## config.mk

```make
export PLATFORM = sky130hd
export DESIGN_NAME = spvp_gain
export DESIGN_NICKNAME = d
export VERILOG_FILES = /design/src/rtl/core/spvp_pkg.sv /design/src/rtl/core/spvp_gain.sv
export SDC_FILE = /design/constraint.sdc
export NUM_CORES = 1
export LEC_CHECK = 0
export BUFFER_PORTS_ARGS = -buffer_cell sky130_fd_sc_hd__buf_4
export CAP_MARGIN = 20
export CORE_MARGIN = 4
export CORE_UTILIZATION = 59
export DETAILED_ROUTE_END_ITERATION = 16
export PLACE_DENSITY = 0.79
export SLEW_MARGIN = 20
export SYNTH_ARGS = -nofsm -noshare
export SYNTH_HDL_FRONTEND = slang
export SYNTH_SLANG_ARGS = --single-unit
```

## constraint.sdc

```tcl
create_clock -name clk -period 6.3 [get_ports clk]
set_input_delay 1.26 -clock clk [delete_from_list [all_inputs] [get_ports clk]]
set_output_delay 1.26 -clock clk [all_outputs]
set_load 0.02 [all_outputs]
```

## src/rtl/core/spvp_pkg.sv

```systemverilog
// Shared types and constants of the polyphonic sample voice player.
`timescale 1ns / 1ps

package spvp_pkg;

  // Item opcodes
  typedef enum logic [1:0] {
    OP_TICK    = 2'd0,
    OP_TRIGGER = 2'd1,
    OP_WRITE   = 2'd2,
    OP_SILENCE = 2'd3
  } op_t;

  // Control sequencer states
  typedef enum logic [2:0] {
    ST_IDLE,
    ST_TICK,
    ST_DRAIN,
    ST_OUT,
    ST_SCAN,
    ST_CLAIM
  } state_t;

  // Configuration port
  localparam int PADDR_W   = 4;
  localparam int PDATA_W   = 32;
  localparam int REG_IDX_W = 2;
  localparam logic [REG_IDX_W-1:0] REG_LENGTH = 2'd0;
  localparam logic [REG_IDX_W-1:0] REG_VOLUME = 2'd1;
  localparam logic [REG_IDX_W-1:0] REG_STEREO = 2'd2;

  // Field and register widths
  localparam int LEN_CFG_W = 17;
  localparam int VOL_W     = 16;
  localparam int VEL_W     = 7;
  localparam int ADDR_IN_W = 16;
  localparam int SAMPLE_W  = 16;
  localparam int ENTRY_W   = 32;
  localparam int GAIN_W    = 16;
  localparam int MASK_W    = 8;

  localparam logic [VOL_W-1:0] VOL_RESET = 16'd52429;
  // Volume at or below this (about 0.001 of full scale) gates triggers off
  localparam logic [VOL_W-1:0] VOL_GATE  = 16'd65;

  // Gain = floor(velocity * volume / 127) by reciprocal multiply and one correction
  localparam int PROD_W      = VEL_W + VOL_W;
  localparam int RECIP_SHIFT = 30;
  localparam int RECIP_W     = 24;
  localparam logic [RECIP_W-1:0] RECIP = RECIP_W'((64'd1 << RECIP_SHIFT) / 64'd127);
  localparam logic [PROD_W:0]    GAIN_DIV = (PROD_W + 1)'(127);

  // Mix arithmetic
  localparam int TERM_W    = 34;
  localparam int MIX_SHIFT = 17;
  localparam logic [SAMPLE_W-1:0] SAT_POS = 16'h7fff;
  localparam logic [SAMPLE_W-1:0] SAT_NEG = 16'h8000;

endpackage

```

## src/rtl/core/spvp_gain.sv

```systemverilog
// Trigger gain unit: floor(clamped velocity * volume / 127) over three stages.
`timescale 1ns / 1ps

module spvp_gain (
  input  logic                          clk,
  input  logic                          rst,
  input  logic                          start,
  input  logic [spvp_pkg::VEL_W-1:0]    velocity,
  input  logic [spvp_pkg::VOL_W-1:0]    volume,
  output logic [spvp_pkg::GAIN_W-1:0]   gain,
  output logic                          done
);

  localparam int PW = spvp_pkg::PROD_W;
  localparam int QW = PW + spvp_pkg::RECIP_W;

  logic [spvp_pkg::VEL_W-1:0]  vel_c;
  logic                        s1_valid;
  logic [PW-1:0]               s1_prod;
  logic                        s2_valid;
  logic [PW-1:0]               s2_prod;
  logic [spvp_pkg::GAIN_W-1:0] s2_quot;
  logic [QW-1:0]               recip_prod;
  logic [PW:0]                 rem;

  // Clamp velocity to at least one
  assign vel_c = (velocity == '0) ? spvp_pkg::VEL_W'(1) : velocity;

  assign recip_prod = QW'(s1_prod) * QW'(spvp_pkg::RECIP);
  // Estimate is the quotient or one short of it
  assign rem = (PW + 1)'(s2_prod) - (PW + 1)'(s2_quot) * spvp_pkg::GAIN_DIV;

  always_ff @(posedge clk) begin
    if (rst) begin
      s1_valid <= 1'b0;
      s2_valid <= 1'b0;
      done     <= 1'b0;
    end else begin
      s1_valid <= start;
      s2_valid <= s1_valid;
      if (start) begin
        done <= 1'b0;
      end else if (s2_valid) begin
        done <= 1'b1;
      end
    end
    s1_prod <= PW'(vel_c) * PW'(volume);
    s2_prod <= s1_prod;
    s2_quot <= recip_prod[spvp_pkg::RECIP_SHIFT +: spvp_pkg::GAIN_W];
    if (s2_valid) begin
      gain <= (rem >= spvp_pkg::GAIN_DIV) ? s2_quot + spvp_pkg::GAIN_W'(1) : s2_quot;
    end
  end

endmodule

```

==> qor.txt <==
====================================================================================
TritonCTS Sinks .......................................................           81
Worst hold path class .................................................   reg -> reg
Worst-margin pin slew .................................................     0.729 ns
Yosys top cell by area ................................................         fa_1
Number of synthesized register bits ...................................           81
Synth cell types ......................................................           63
Number of maximum-capacitance constraint violations ...................            0
Number of buffers added by the clock tree synthesis step ..............            9
Achievable Freq .......................................................      168 MHz
R2R depth .............................................................           21
Worst relative slew slack .............................................        51.3%
Clk slew on worst S/H paths ...........................................      0.06 ns
Number of nets produced by synthesis ..................................         1678
Result of the run .....................................................    completed
Reg-to-reg setup timing slack .........................................      0.35 ns
Share of the synthesized area in the top cell type ....................        26.5%
Number of enable-type register cells in the synthesized netlist .......           16
Hpwl dp ...............................................................     21500 um
Maximum clock skew at final layout ....................................   0.00778 ns
Synthesis-to-finish area growth .......................................        7.76%
CP Max Fanout .........................................................           16
Number of H-tree levels ...............................................            3
TNS Setup .............................................................         0 ns
Global route total overflow ...........................................            0
Area of all placed cells without fillers ..............................  12900 sq um
Worst-case hold slack .................................................     0.382 ns
Worst setup path end ..................................................      gain[1]
Worst-case clock buffer depth .........................................            2
Final count of pins violating max slew ................................            0
Largest net degree at the start of global routing .....................           18
Die extent in y .......................................................       151 um
Number of diodes added for antenna fixing .............................            0
Initial antenna violation count .......................................            1
Sequential element share of the synthesized area ......................        14.8%
Final RePlAce weighted congestion .....................................        0.979
Startpoint of the worst-slack reg-to-reg timing path ..................   s2_quot[9]
Setup-violating endpoint count in the final report ....................            0
Number of nets at the end of the flow .................................         1721
Shortest period the worst path allows .................................      5.95 ns
Die area ..............................................................  22700 sq um
Kind of capture point of the worst setup path .........................         flop
Insertion delay to the later sink of the worst-skew pair ..............      0.34 ns
Cells taking the most area after synthesis ............................ fa_1 (26%), ha_1 (23%), dfxtp_1 (11%)
Wire length of the first global-routing pass ..........................     43700 um
Proportion of synthesized flip-flops having asynchronous set or reset .           0%
Number of inserted filler cells in the final layout ...................         1574
Core region area ......................................................  19700 sq um
Initial Utilization ...................................................        60.9%
Share of the cycle needed by the critical path after routing ..........        94.4%
Worst setup path startpoint ...........................................   s2_quot[9]
RSZ-0062 raised after global routing ..................................        false
Final-report hold violation count .....................................            0
Critical Path Source Type .............................................         flop
Via total after detailed routing ......................................         8785
Root buffer cell ......................................................    clkbuf_16
Vias per std cell .....................................................         5.54
Port Buffers ..........................................................           42
Number of I/O pins ....................................................           43
Top FF cell, synth ....................................................      dfxtp_1
DRC Markers ...........................................................            0
CTS tree ..............................................................          yes
Routed WL per cell ....................................................      16.0 um
Die outline width .....................................................       151 um
Endpoint arrival time on the critical path ............................      6.04 ns
Placed cell areas .....................................................  12600 sq um
Post-Synthesis Cells ..................................................         1273
Antenna violation net count after detailed routing ....................            0
Start-to-end type of the worst setup path .............................   reg -> reg
Number of global-route vias before repair .............................         9227
Yosys warnings ........................................................            0
Core Rows .............................................................           51
Number of detailed-route iterations in the first pass .................            5
Post-detailed-routing wire length .....................................     25300 um
Worst EP required .....................................................      6.39 ns
Avg Synthesized Cell Area .............................................   9.44 sq um
RR Endpoint ...........................................................      gain[1]
Overall Global Routing Usage ..........................................        24.1%
Combined area of all synthesized cells ................................  12000 sq um
Fraction of the core area covered by cells at the end of the flow .....        65.7%
Initial detailed-routing violation count ..............................          497
Proportion of layout cells with a drive suffix above 1 ................        5.90%
====================================================================================
-- synth_stat cells, drive strengths merged (16+ instances only) --
| master | number |
|---|---|
| inv | 267 |
| ha | 220 |
| fa | 159 |
| nand2 | 91 |
| dfxtp | 65 |
| a21oi | 50 |
| xnor2 | 47 |
| and2 | 44 |
| nor2 | 38 |
| o21ai | 31 |
| nor2b | 30 |
| a21o | 27 |
| nand3 | 19 |
| edfxtp | 16 |
-- repair_timing --
action	CTS	global route
buffers inserted	0	1
gates resized for setup	0	3
endpoints found under the setup margin	0	16
hold buffers	0	0
-- logic make-up (layout without fill, tap and decap cells) --
kind of cell / after synthesis / after routing / synth area share [%]
fa+ha+maj: 379 / 379 / 49.4
mux: 6 / 6 / 0.510
buf+inv: 284 / 332 / 8.98
simple gates: 294 / 294 / 12.6
compound gates: 171 / 171 / 9.49
flops: 81 / 81 / 14.8
xor+xnor: 58 / 58 / 4.23
-- placed cells by master (no fill, tap or decap), types with 3 or more instances in the layout --
master,netlist,routed
edfxtp_1,16,16
o21bai_1,7,7
a41oi_1,3,3
mux2i_1,5,5
o211ai_1,5,5
fa_1,159,159
o21ai_1,4,4
nand3_1,19,19
nand2b_1,15,15
nand4_1,12,12
or3_1,6,6
and3_1,4,4
dfxtp_1,65,64
nor3_1,15,15
a31oi_1,4,4
xnor2_1,47,47
nor3b_1,4,4
ha_1,220,220
o31a_1,3,3
and2_1,44,44
o21ai_0,27,27
nor2b_1,30,30
a211oi_1,5,5
clkbuf_16,0,10
xor2_1,11,11
a211oi_2,3,3
inv_1,267,265
buf_4,0,48
nor2_1,37,37
a221oi_1,4,4
a21oi_1,49,49
nand2_1,91,91
a21o_1,27,27
o21a_1,10,10
nor4_1,6,6
-- area by class of cell --
type	count	area, sq um	share of cell area, %
inverter	267	1000	7.74
sequential	81	1780	13.8
multi-input combinational	908	9160	70.7
tap	265	332	2.56
clock inverter	6	45.0	0.348
timing repair buffer	49	380	2.94
clock buffer	10	250	1.93
-- critical path, cell delays in order, from the launching register on --
cell and delay (ns):
dfxtp_1 0.37, inv_1 0.18, fa_1 0.66, inv_1 0.09
fa_1 0.51, inv_1 0.06, fa_1 0.54, inv_1 0.06
fa_1 0.53, inv_1 0.04, ha_1 0.41, and3_4 0.24
a221o_1 0.35, a211oi_2 0.28, nor2_1 0.09, a31oi_1 0.15
nand4_1 0.12, a2111oi_2 0.23, nand4_1 0.19, nor2_4 0.14
buf_12 0.16, mux2_1 0.32
-- through the flow --
step | worst slack [ns] | instances
2_1_floorplan | 0.339 | 1273
3_3_place_gp | 0.232 | 1569
3_5_place_dp | 0.204 | 1569
4_1_cts | 0.138 | 1585
5_1_grt | 0.00126 | 1586
6_report | 0.354 | 1586
-- worst min path at each step --
stage / start / end / slack, ns / depth (start not counted)
after floorplan: s1_prod[0] / s2_prod[0] / 0.33 / 0
after global placement: s1_prod[1] / s2_prod[1] / 0.37 / 0
after detailed placement: s1_prod[1] / s2_prod[1] / 0.37 / 0
after CTS: s1_prod[1] / s2_prod[1] / 0.38 / 0
after global routing: s1_prod[1] / s2_prod[1] / 0.39 / 0
final: s1_prod[1] / s2_prod[1] / 0.38 / 0
-- routing by layer --
metal / global-route usage [%] / vias up / share of wire [%]
li1: - / 4211 / -
met1: 30.7 / 4266 / 41
met2: 42.5 / 241 / 51
met3: 3.01 / 65 / 4.5
met4: 8.52 / 2 / 3.2
met5: 0 / - / 0.028
-- registers in the layout, summed over array words and instances (netlist names) --
register / flops
done: 1
gain: 16
s1_prod: 23
s1_valid: 1
s2_prod: 23
s2_quot: 16
s2_valid: 1
Power is not shown: default switching activity piles up to over one toggle a cycle in this logic, so the estimate is an artifact.
